$ cat config.mk
export PLATFORM = sky130hd
export DESIGN_NAME = hmrs_arith
export DESIGN_NICKNAME = d
export VERILOG_FILES = /design/src/rtl/hmrs_pkg.sv /design/src/rtl/hmrs_arith.sv
export SDC_FILE = /design/constraint.sdc
export NUM_CORES = 1
export LEC_CHECK = 0
export ABC_AREA = 1
export BUFFER_PORTS_ARGS = -buffer_cell sky130_fd_sc_hd__buf_2
export CAP_MARGIN = 40
export CORE_MARGIN = 3
export CORE_UTILIZATION = 61
export CTS_CLUSTER_DIAMETER = 100
export DETAILED_ROUTE_END_ITERATION = 16
export PLACE_DENSITY = 0.95
export SLEW_MARGIN = 20
export SYNTH_ARGS = -nofsm -noshare
export SYNTH_HDL_FRONTEND = slang
export SYNTH_SLANG_ARGS = --single-unit
export TNS_END_PERCENT = 1
$ cat constraint.sdc
create_clock -name clk -period 4.7 [get_ports clk]
set_clock_uncertainty 0.05 [all_clocks]
set_input_delay 0.47 -clock clk [delete_from_list [all_inputs] [get_ports clk]]
set_output_delay 0.47 -clock clk [all_outputs]
set_load 0.05 [all_outputs]
$ cat src/rtl/hmrs_pkg.sv
// ----------------------------------------------------------------------------
// hmrs_pkg
// Shared types and constants of the hashed move rating statistics table.
// ----------------------------------------------------------------------------
package hmrs_pkg;

  localparam int ENTRIES_DEF = 4096;

  localparam int KEY_W    = 64;
  localparam int MOVE_W   = 16;
  localparam int CNT_W    = 15;
  localparam int SUM_W    = 26;
  localparam int SQ_W     = 38;
  localparam int RAT_W    = 12;
  localparam int GAME_W   = 16;
  localparam int IDXO_W   = 12;
  localparam int ARITH_W  = 64;
  localparam int DIVR_W   = 32;
  localparam int REM_W    = 34;
  localparam int PADDR_W  = 4;
  localparam int PDATA_W  = 32;

  localparam logic [RAT_W-1:0] RATING_CAP    = 12'd4000;
  localparam logic [CNT_W-1:0] COUNT_CAP     = 15'd32767;
  localparam logic [CNT_W-1:0] THRESH_RST    = 15'd16384;
  localparam logic [CNT_W-1:0] MIN_GAMES_RST = 15'd10;

  typedef enum logic [1:0] {
    ST_RECORDED = 2'd0,
    ST_FOUND    = 2'd1,
    ST_MISSING  = 2'd2,
    ST_FULL     = 2'd3
  } status_t;

  typedef enum logic [1:0] {
    REG_THRESH = 2'd0,
    REG_EXACT  = 2'd1,
    REG_MIN    = 2'd2
  } reg_idx_t;

  typedef enum logic {
    OP_DIV  = 1'b0,
    OP_SQRT = 1'b1
  } arith_op_t;

  typedef struct packed {
    logic [KEY_W-1:0]  key;
    logic [MOVE_W-1:0] move;
    logic [CNT_W-1:0]  count;
    logic [SUM_W-1:0]  sum;
    logic [SQ_W-1:0]   sq;
    logic [RAT_W-1:0]  lo;
    logic [RAT_W-1:0]  hi;
    logic              term;
    logic [GAME_W-1:0] game;
  } entry_t;

  typedef struct packed {
    logic              start;
    arith_op_t         op;
    logic [ARITH_W-1:0] a;
    logic [DIVR_W-1:0]  b;
  } arith_req_t;

  typedef struct packed {
    logic               busy;
    logic               done;
    logic [ARITH_W-1:0] quo;
    logic [REM_W-1:0]   rem;
  } arith_rsp_t;

endpackage

$ cat src/rtl/hmrs_arith.sv
// ----------------------------------------------------------------------------
// hmrs_arith
// Shared restoring divide / square-root unit, one quotient or root bit per
// cycle through a single subtractor.
// ----------------------------------------------------------------------------
module hmrs_arith (
  input  logic                   clk,
  input  logic                   rst_n,
  input  hmrs_pkg::arith_req_t   req,
  output hmrs_pkg::arith_rsp_t   rsp
);

  logic                            busy_r;
  logic                            done_r;
  hmrs_pkg::arith_op_t             op_r;
  logic [hmrs_pkg::ARITH_W-1:0]    a_r;
  logic [hmrs_pkg::DIVR_W-1:0]     b_r;
  logic [hmrs_pkg::ARITH_W-1:0]    q_r;
  logic [hmrs_pkg::REM_W-1:0]      rem_r;
  logic [6:0]                      cnt_r;

  logic [hmrs_pkg::REM_W:0]        left;
  logic [hmrs_pkg::REM_W:0]        right;
  logic [hmrs_pkg::REM_W+1:0]      diff;
  logic                            take;

  always_comb begin
    if (op_r == hmrs_pkg::OP_DIV) begin
      left  = {rem_r, a_r[hmrs_pkg::ARITH_W-1]};
      right = {3'b000, b_r};
    end else begin
      left  = {rem_r[hmrs_pkg::REM_W-2:0], a_r[hmrs_pkg::ARITH_W-1 -: 2]};
      right = {1'b0, q_r[31:0], 2'b01};
    end
    diff = {1'b0, left} - {1'b0, right};
    take = !diff[hmrs_pkg::REM_W+1];
  end

  always_ff @(posedge clk) begin
    if (!rst_n) begin
      busy_r <= 1'b0;
      done_r <= 1'b0;
      cnt_r  <= '0;
    end else begin
      done_r <= 1'b0;
      if (req.start) begin
        busy_r <= 1'b1;
        cnt_r  <= (req.op == hmrs_pkg::OP_DIV) ? 7'd64 : 7'd32;
      end else if (busy_r) begin
        cnt_r <= cnt_r - 7'd1;
        if (cnt_r == 7'd1) begin
          busy_r <= 1'b0;
          done_r <= 1'b1;
        end
      end
    end
  end

  always_ff @(posedge clk) begin
    if (req.start) begin
      op_r  <= req.op;
      a_r   <= req.a;
      b_r   <= req.b;
      q_r   <= '0;
      rem_r <= '0;
    end else if (busy_r) begin
      rem_r <= take ? diff[hmrs_pkg::REM_W-1:0] : left[hmrs_pkg::REM_W-1:0];
      q_r   <= {q_r[hmrs_pkg::ARITH_W-2:0], take};
      a_r   <= (op_r == hmrs_pkg::OP_DIV) ? {a_r[hmrs_pkg::ARITH_W-2:0], 1'b0}
                                          : {a_r[hmrs_pkg::ARITH_W-3:0], 2'b00};
    end
  end

  assign rsp.busy = busy_r;
  assign rsp.done = done_r;
  assign rsp.quo  = q_r;
  assign rsp.rem  = rem_r;

endmodule
==> results by group <==
Global route
  – Initial antenna violation count: 7
  – Gr usage total: 32.0%
  – Vias in the first global route: 10900
  – First-pass GRT wire length: 53400 µm
  – Gr ovfl total: 0
  – Largest net degree at the start of global routing: 120

Min path
  – Hold/Removal Path Class: in2reg

Placement
  – # port buffers: 199
  – DP Area: 12600 µm²
  – HPWL Detailed: ~24000 µm
  – Routability Congestion: 1.02

Synthesis
  – Yosys warns: 0
  – Net count after synthesis: between 1500 and 2000
  – Yosys reg bits: 204
  – Share of the yosys chip area belonging to registers: 44.2%
  – Top_reg_cell synth: dfxtp_1
  – Post-synth cell types: 44
  – Syn Inst Count: roughly 1600
  – Post-synth EDFFs: 97
  – Post-Syn Area per Cell: 7.21 µm²
  – Netlist Area Pre-Place: 11400 µm²
  – Post-synthesis async set-or-reset flop share: 0%

Critical path
  – Startpoint Class: flop
  – Crit path cell chain: buf_12 -> o21ai_0 -> ha_1 -> nand2_1 -> inv_2 -> nand2_2 -> nor2_2 -> nand4_1 -> nand3_1 -> nand2_2 -> nand2_8 -> nand2_2 -> nand2_1 -> nand2_1 -> nand2_1
  – WP buf/inv: 2
  – Worst Path Required: 5.11 ns
  – Worst Setup End Kind: flop
  – Arrival time worst endpoint: 3.70 ns
  – CP delay by family, top: simple AND/OR/NAND/NOR gates
  – Slowest cell on the critical path: edfxtp_1
  – Crit path top cell by count: nand2_1
  – Kind of critical path: reg2reg
  – Slowest stage delay, CP: 0.44 ns
  – Crit Path Max Fanout: 119

Floorplan
  – Core area: approximately 18000 µm²
  – Die area: approximately 20000 µm²
  – Chip width: 143 µm
  – Die Y: between 100 and 150 µm
  – Initial Util: 62.8%
  – Num rows: 49
  – IO Count: 200

Final layout
  – Layout cells sized above 1: between 15 and 20%
  – Final core occ: 73.2%
  – Final instance area: 13300 µm²
  – # nets final: 1887
  – Layout area overhead: 16.6%

Clock tree
  – CTS tree: done
  – Cts bufs inserted: 22
  – Post-CTS sizing: 0
  – Root Buffer: clkbuf_16
  – Clock Path Buffers: 3
  – Post-CTS Setup Bufs: 0
  – # clock sinks: 204
  – Max H-tree Level: 1
  – Clock transition at path regs: 0.07 ns
  – CTS hold repair buffers: 0
  – Clk_lat worst skew: 0.54 ns

Routing
  – WL/cell: between 15 and 20 µm
  – Wirelength, routed: around 34000 µm
  – Post-route DRC violation count: 0
  – Final ANT Viol Nets: 0
  – Number of vias per cell: approximately 5.7
  – Pre-antenna DRT Iters: 8
  – Vias post-DR: 11400
  – Initial DRC Count: 1072

Run status
  – Status: finished, final reports clean

STA
  – Slew Viols, Final: 0
  – RSZ-0062 raised after global routing: no
  – Worst slew pin tran: approximately 0.62 ns
  – WHS: ~0.048 ns
  – Fin crit share: 70.0%
  – Hold Violations, Final: 0
  – Fin crit period: 3.29 ns
  – Total negative slack: 0 ns
  – Final Setup Violations: 0
  – Relative slew slack: about three fifths
  – Peak Freq: 304 MHz

Pwr
  – Lkg Pwr: 6.49 nW
  – Power density over cell area: 459 nW/µm²
  – VDD IR max: 0.363 mV
  – Tot Pwr: 6.12 mW

Job
  – Total of max-cap violations: 0
==> registers in the layout (all words and copies together), names as in the netlist <==
| signal | cells |
|---|---|
| rem_r | 34 |
| q_r | 64 |
| b_r | 32 |
| busy_r | 1 |
| cnt_r | 7 |
| a_r | 64 |
| done_r | 1 |
| op_r | 1 |
==> worst paths after layout <==
kind | end | from | slack, ns | cells past startpoint
min reg2reg | rem_r[12] | rem_r[12] | 0.41 | 2
max reg2reg | rem_r[23] | op_r | 1.41 | 15
min | b_r[13] | req[13] | 0.05 | 1
max | rem_r[23] | op_r | 1.41 | 15
==> metrics by stage <==
stage | setup WS (ns) | instances
CTS | 1.49 | 1994
finish | 1.41 | 2002
floorplan | 1.65 | 1585
detailed placement | 1.56 | 1954
global route | 1.18 | 2001
global placement | 1.59 | 1951
==> synthesized netlist by cell type, drive strengths merged, types with 2 or more instances <==
cell type  count  area [µm²]
nor2         130         500
buf           23         133
nor4           2        18.8
inv          210         788
nor3          10        50.1
nand3         76         385
and2           2        12.5
xnor2          8        70.1
or2            4        25.0
o21bai         3        22.5
clkbuf        49         184
xor2           9        78.8
edfxtp        97        2910
dfxtp        107        2140
o21ai         78         394
nand4         11        68.8
a21o           2        15.0
a21oi        154         786
o22ai         63         394
nand2        503        1920
ha            36         450
==> routing by layer <==
layer  share of wire [%]  routed length (µm)  GRT usage [%]
met1                  39               13000           41.1
met2                  47               15800           52.3
met3                 9.4                3140           7.60
met4                 4.6                1530           12.9
met5               0.027                   9              0
==> area by class of cell <==
type,count,area (µm²)
inverter,210,791
clock inverter,6,90.1
tap,229,287
antenna,7,17.5
sequential,204,5050
multi-input combinational,1099,5280
clock buffer,34,647
fill,1326,4880
timing repair buffer,213,1170
==> report_power, final <==
part           internal [mW]  switching [mW]  total [mW]
clock                   1.02           0.753        1.77
sequential              2.04           0.122        2.16
combinational          0.670            1.52        2.19
total                   3.73            2.39        6.12
==> logic make-up (layout without fill, tap and decap cells) <==
family          Yosys count  count (layout)  synth area share (%)
xor+xnor                 17              17                  1.30
compound gates          306             306                  14.5
buf+inv                 282             463                  9.67
other cells               0               7                     0
fa+ha+maj                37              37                  4.12
flops                   204             204                  44.2
mux                       1               1                0.0876
simple gates            738             738                  26.1
==> cell usage in the layout (no fill, tap or decap), types with 4 or more instances in the layout <==
| cell type | synthesis | layout |
|---|---|---|
| buf_12 | 0 | 5 |
| nand2_2 | 6 | 6 |
| o21ai_0 | 70 | 70 |
| o21ai_1 | 7 | 7 |
| xnor2_1 | 8 | 8 |
| nand3_1 | 75 | 75 |
| nor2_1 | 127 | 125 |
| buf_4 | 3 | 10 |
| nor3_1 | 10 | 10 |
| xor2_1 | 9 | 9 |
| inv_1 | 203 | 201 |
| clkbuf_1 | 49 | 8 |
| nand2_1 | 496 | 496 |
| nor2_2 | 2 | 4 |
| dfxtp_1 | 107 | 107 |
| clkbuf_16 | 0 | 23 |
| diode_2 | 0 | 7 |
| edfxtp_1 | 97 | 97 |
| nand4_1 | 11 | 11 |
| buf_2 | 4 | 198 |
| ha_1 | 36 | 36 |
| a21oi_1 | 152 | 152 |
| or2_2 | 4 | 4 |
| inv_2 | 7 | 8 |
| o22ai_1 | 63 | 63 |
(Power assumes the default switching activity.)
