`config.mk`:
```
export PLATFORM = sky130hd
export DESIGN_NAME = hmrs_ram
export DESIGN_NICKNAME = d
export VERILOG_FILES = /design/src/rtl/hmrs_ram.sv
export SDC_FILE = /design/constraint.sdc
export NUM_CORES = 1
export LEC_CHECK = 0
export ABC_CLOCK_PERIOD_IN_PS = 1700
export BUFFER_PORTS_ARGS = -buffer_cell sky130_fd_sc_hd__buf_2
export CAP_MARGIN = 20
export CORE_UTILIZATION = 45
export DETAILED_ROUTE_END_ITERATION = 8
export PLACE_DENSITY_LB_ADDON = 0.05
export RECOVER_POWER = 25
export SYNTH_ARGS = -nofsm -noshare
export SYNTH_HDL_FRONTEND = slang
export SYNTH_SLANG_ARGS = --single-unit
```
`constraint.sdc`:
```
create_clock -name clk -period 1.7 [get_ports clk]
set_input_delay 0.085 -clock clk [delete_from_list [all_inputs] [get_ports clk]]
set_output_delay 0.085 -clock clk [all_outputs]
set_load 0.05 [all_outputs]
```
`src/rtl/hmrs_ram.sv`:
```
// ----------------------------------------------------------------------------
// hmrs_ram
// Generic single-write, single-read RAM with registered read data.
// ----------------------------------------------------------------------------
module hmrs_ram #(
  parameter int WIDTH = 8,
  parameter int DEPTH = 16
) (
  input  logic                     clk,
  input  logic                     we,
  input  logic [$clog2(DEPTH)-1:0] waddr,
  input  logic [WIDTH-1:0]         wdata,
  input  logic [$clog2(DEPTH)-1:0] raddr,
  output logic [WIDTH-1:0]         rdata
);

  logic [WIDTH-1:0] mem [DEPTH];

  always_ff @(posedge clk) begin
    if (we) begin
      mem[waddr] <= wdata;
    end
    rdata <= mem[raddr];
  end

endmodule

```
==> results of run 1 <==
## worst max-delay path by stage
stage,start,to,slack [ns]
2_1_floorplan,waddr[2],mem[0][0],0.12
3_3_place_gp,raddr[0],rdata[1],0.14
3_5_place_dp,raddr[0],rdata[1],0.13
4_1_cts,mem[10][4],rdata[4],0.32
5_1_grt,mem[2][3],rdata[3],0.24
6_report,mem[0][1],rdata[1],0.29
## routing by layer
layer | vias to the layer above | GRT usage | share of wire
li1 | 1096 | - | -
met1 | 1267 | 0.259 | 0.48
met2 | 55 | 0.278 | 0.47
met3 | 6 | 0.0412 | 0.041
met4 | 0 | 0.0753 | 0.0068
met5 | - | 0 | 0
## registers in the layout (all words and copies together) (netlist names)
name,cells
rdata,8
mem,128
## area by class of cell
| cell class | instances | area (sq um) |
|---|---|---|
| clock buffers | 17 | 425 |
| multi-input cells | 83 | 1060 |
| repair buffers | 50 | 332 |
| clock inverters | 15 | 179 |
| well taps | 140 | 175 |
| fillers | 845 | 4810 |
| flip-flops and latches | 136 | 4000 |
## stage by stage
stage | hold WS, ns | power [W]
finish | 0.0693 | 0.00787
global route | 0.0777 | 0.00810
CTS | 0.0487 | 0.00794
detailed placement | 0.481 | 0.00428
global placement | 0.471 | 0.00427
floorplan | 0.184 | 0.00410
## report_power, final
part           switching [W]  leakage, nW  internal [W]
Combinational       0.000271        0.598      0.000156
Clock                0.00136        0.285       0.00231
Sequential         0.0000194         1.22       0.00375
Total                0.00165         2.11       0.00621
## cells in the final DEF (no fill, tap or decap)
cell type	synthesis	routed
edfxtp_1	128	128
bufinv_16	0	3
nand3_1	1	1
nor3_1	4	4
buf_4	1	23
or3b_2	1	1
buf_2	3	20
nand2_1	9	9
mux4_1	14	14
clkinv_2	0	3
clkinvlp_4	0	4
nand3b_1	2	2
buf_12	0	2
nor2b_1	1	1
inv_6	0	1
nand2b_1	2	2
mux4_2	18	18
dfxtp_1	8	8
clkinv_4	0	4
clkbuf_1	0	5
nor2_1	13	13
a22oi_1	16	16
and2_1	1	1
clkbuf_16	0	17
and2b_1	1	1
## cells by family (layout without fill, tap and decap cells)
family / Yosys count / in the layout / share of synthesized area
compound gates: 16 / 16 / 0.0233
buf+inv: 10 / 82 / 0.0168
simple gates: 35 / 35 / 0.0318
flops: 136 / 136 / 0.778
mux: 32 / 32 / 0.150
==> flow_summary.json, run 1 <==
{
  "worstHoldPathCells": 1,
  "ios": 26,
  "yosysSeqAreaShare": 0.778,
  "num_rows": 38,
  "reg2reg_depth": 3,
  "holdCritStartpoint": "wdata[1]",
  "crit_buf_inv": 0,
  "rsz0062_at_grt": "false",
  "wirelength_um": 9670,
  "cts_buffers": 17,
  "fmax_mhz": 708,
  "fin_ws_ns": 0.287,
  "grt_pass1_wl_um": 14700,
  "cts_tree": "yes",
  "place_area_sq_mm": 0.00557,
  "final_cell_area_sq_mm": 0.00617,
  "yosysTopAreaCellShare": 0.747,
  "timing.slew.headroom": 0.573,
  "setup_tns_ns": 0,
  "clk_pin_slew_ns": 0.06,
  "grt_max_degree": 33,
  "core_area_sq_mm": 0.0110,
  "yosys.cell_types.count": 19,
  "startpoint_type": "flip-flop",
  "arrival_ns": 1.70,
  "crit_fanout": 1,
  "insertion_delay_ns": 0.41,
  "start_util": 0.469,
  "hold_viol_final": 0,
  "synth.top_cells.by_count": "edfxtp_1, mux4_2, a22oi_1",
  "drv_cap": 0,
  "holdBufCountCts": 0,
  "synth-async-reset-ratio": 0,
  "synth_seq_cells": 136,
  "setup_violations": 0,
  "synthesis.area_sq_mm": 0.00515,
  "grt_pass1_vias": 2509,
  "layout_min_cycle_time_ns": 1.41,
  "timing.rr.end": "rdata[1]",
  "dieArea_sq_mm": 0.0119,
  "instances_no_fill": 441,
  "max_stage_delay_ns": 0.51,
  "synth_edf_count": 128,
  "hp-class": "input port to flip-flop",
  "crit_type": "flip-flop to flip-flop",
  "grt_overflow_total": 0,
  "io_buffer_count": 25,
  "clock_sinks": 136,
  "vias": 2424,
  "critPathRequiredTime_ns": 1.99,
  "powerDensity_mw_per_mm2": 1270,
  "post_drt_wl_per_cell_um": 21.9,
  "yosysWarnings": 0,
  "skew_ns": 0.00781,
  "synth-main-ff-cell": "edfxtp_1",
  "ir_drop_mv": 0.575,
  "cts-root-buf": "clkbuf_16",
  "num_antenna_cells": 0,
  "cts_setup_buffers": 0,
  "grtUsageTotal": 0.184,
  "slowest_stage": "mux4_1",
  "status": "completed",
  "leakage_nw": 2.11,
  "end_kind": "flip-flop",
  "worstPathCellList": "mux4_1 > a22oi_1 > nand2_1",
  "synth_area_per_cell_sq_um": 22.5,
  "cp.depth": 3,
  "cp_top_family": "multiplexers",
  "syn_inst": 229,
  "place_hpwl_um": 6250,
  "dpl.cell_count": 409,
  "vias_per_cell": 5.50,
  "firstDrtPassIters": 5,
  "cts_resized": 0,
  "rr_startpoint": "mem[0][1]",
  "syn2layout_area_growth_pct": 19.9,
  "h-tree-depth": 4,
  "holdPathEnd": "mem[6][1]",
  "max_slew.worst_pin.slew_ns": 0.640,
  "drive_gt1_frac": 0.319,
  "clk_path_buf_depth": 2,
  "dp_slack_ns": 0.126,
  "fin_util": 0.562,
  "ant_nets": 0,
  "synth_area_leaders": "edfxtp_1, mux4_2, mux4_1, dfxtp_1, a22oi_1",
  "slew_violations": 0,
  "fin_crit_sh": 0.831,
  "yosys.area.top_type": "edfxtp_1",
  "syn-num-nets": 247,
  "nets": 306,
  "dieWidth_um": 109,
  "yosysMostFrequentCell": "edfxtp_1",
  "antenna_found_initial": 0,
  "die_h_um": 109,
  "drc": 0,
  "drt-initial-drc-count": 127,
  "place_congestion": 0.780,
  "ff2ff_setup_slack_ns": 0.29
}
Note: power is estimated with default switching activity, not from simulation.
==> run 2, diff against run 1 <==
--- a/config.mk
+++ b/config.mk
@@ -5,7 +5,7 @@
 export SDC_FILE = /design/constraint.sdc
 export NUM_CORES = 1
 export LEC_CHECK = 0
-export ABC_CLOCK_PERIOD_IN_PS = 1700
+export ABC_CLOCK_PERIOD_IN_PS = 1250
 export BUFFER_PORTS_ARGS = -buffer_cell sky130_fd_sc_hd__buf_2
 export CAP_MARGIN = 20
 export CORE_UTILIZATION = 45
==> constraint.sdc (replaced) <==
create_clock -name clk -period 1.25 [get_ports clk]
set_input_delay 0.0625 -clock clk [delete_from_list [all_inputs] [get_ports clk]]
set_output_delay 0.0625 -clock clk [all_outputs]
set_load 0.05 [all_outputs]
==> run 2 against run 1 <==
The flow now finishes with violations (setup timing). Global-route usage is 0.29 points lower. First-iteration DRC count rose by 27%. Cell area rose by 1.6%. Highest routed layer unchanged. Clock power up 42%. Sequential power rose by 36%. Combinational power up 46%. Maximum frequency is 10% higher. Clock-buffer cell count up 3.
==> flow_summary.json, run 2 (synthesized netlist as in run 1, its figures left out) <==
{
  "wirelength_um": 9550,
  "crit_type": "flip-flop to flip-flop",
  "place_congestion": 0.730,
  "ant_nets": 0,
  "violations": "setup timing",
  "critPathRequiredTime_ns": 1.54,
  "total_power_w": 0.0110,
  "hp-class": "input port to flip-flop",
  "crit_fanout": 1,
  "fmax_mhz": 781,
  "hold_viol_final": 0,
  "grt_pass1_wl_um": 14700,
  "rsz0062_at_grt": "true",
  "holdCritStartpoint": "wdata[6]",
  "layout_min_cycle_time_ns": 1.28,
  "clk_pin_slew_ns": 0.06,
  "grt_max_degree": 25,
  "io_buffer_count": 25,
  "antenna_found_initial": 0,
  "powerDensity_mw_per_mm2": 1750,
  "drt-initial-drc-count": 161,
  "grtUsageTotal": 0.181,
  "arrival_ns": 1.57,
  "syn2layout_area_growth_pct": 21.9,
  "place_area_sq_mm": 0.00565,
  "holdBufCountCts": 0,
  "top_regs": "mem (128), rdata (8)",
  "fin_hold_ws_ns": 0.0528,
  "regMostFlops": "mem",
  "final_common_cell": "edfxtp_1",
  "timing.slew.headroom": 0.416,
  "vias_per_cell": 5.40,
  "end_kind": "flip-flop",
  "skew_ns": 0.00905,
  "seqCellArea_sq_mm": 0.00400,
  "fin_crit_sh": 1.02,
  "leakage_nw": 2.12,
  "cts-root-buf": "clkbuf_16",
  "dieWidth_um": 109,
  "rr_startpoint": "mem[2][7]",
  "drv_cap": 0,
  "slew_violations": 0,
  "max_slew.worst_pin.slew_ns": 0.874,
  "num_rows": 38,
  "drc": 0,
  "cts_tree": "yes",
  "status": "complete, but fails checks",
  "fin_ws_ns": -0.0301,
  "place_hpwl_um": 6120,
  "h-tree-depth": 4,
  "fillers": 829,
  "drive_gt1_frac": 0.408,
  "startpoint": "mem[2][7]",
  "die_h_um": 109,
  "nets": 311,
  "dp_slack_ns": -0.209,
  "insertion_delay_ns": 0.40,
  "num_antenna_cells": 0,
  "final_cell_mix": "edfxtp_1, mux4_2, buf_4",
  "clk_path_buf_depth": 2,
  "vias": 2410,
  "cts_buffers": 17,
  "grt_overflow_total": 0,
  "multi_input_area_sq_mm": 0.00107,
  "firstDrtPassIters": 4,
  "ios": 26,
  "ir_drop_mv": 0.886,
  "clock_sinks": 136,
  "final_cell_area_sq_mm": 0.00627,
  "dieArea_sq_mm": 0.0119,
  "largest_reg_flops": 128,
  "core_area_sq_mm": 0.0110,
  "startpoint_type": "flip-flop",
  "setup_violations": 2,
  "start_util": 0.469,
  "grt_pass1_vias": 2494,
  "post_drt_wl_per_cell_um": 21.4
}
==> run 2: changes by cell type in the layout (fill, tap and decap cells not counted), moves of 4 or more <==
cell | previous run | this run
inv_6 | 1 | 5
a22oi_2 | 0 | 9
a22oi_1 | 16 | 7
mux4_2 | 18 | 30
mux4_1 | 14 | 2
==> run 2: area by class of cell <==
| type | instances | area share |
|---|---|---|
| Timing Repair Buffer | 55 | 0.0628 |
| Clock inverter | 12 | 0.0255 |
| Clock buffer | 20 | 0.0744 |
| Tap cell | 140 | 0.0279 |
| Sequential cell | 136 | 0.638 |
| Multi-Input combinational cell | 83 | 0.171 |
==> run 2: timing repair <==
item | CTS | global route
pin swaps | 7 | 7
setup buffers | 0 | 0
endpoints found under the setup margin | 7 | 8
endpoints found under the hold margin | 0 | 0
gates resized for setup | 16 | 5
==> run 2: final timing paths <==
| kind | endpoint | slack, ns | depth (start not counted) |
|---|---|---|---|
| max | rdata[7] | -0.03 | 3 |
| min | mem[7][6] | 0.05 | 1 |
| max reg2reg | rdata[7] | -0.03 | 3 |
| min reg2reg | rdata[1] | 0.67 | 3 |
==> run 2: power by group <==
group | switching [W] | internal, W
Combinational | 0.000384 | 0.000243
Clock | 0.00187 | 0.00333
Sequential | 0.0000260 | 0.00510
==> run 2: layer usage <==
| metal | GRT usage | part of all wire | vias up |
|---|---|---|---|
| met5 | 0 | 0 | - |
| met4 | 0.0647 | 0.0090 | 0 |
| met3 | 0.0454 | 0.036 | 8 |
| met2 | 0.264 | 0.48 | 51 |
| met1 | 0.265 | 0.48 | 1260 |
| li1 | - | - | 1091 |
==> run 2: metrics by stage <==
step / setup TNS [ns] / std cells / utilization
6_report: -0.0315 / 446 / 0.571
5_1_grt: -0.279 / 446 / 0.571
3_5_place_dp: -3.12 / 414 / 0.515
3_3_place_gp: -3.02 / 414 / 0.515
4_1_cts: -0.0147 / 446 / 0.571
2_1_floorplan: -2.38 / 229 / -
==> run 2: critical path, cell delays in order (launching register included) <==
cell,delay [ns]
edfxtp_1,0.36
mux4_2,0.48
a22oi_2,0.24
nand2_1,0.09
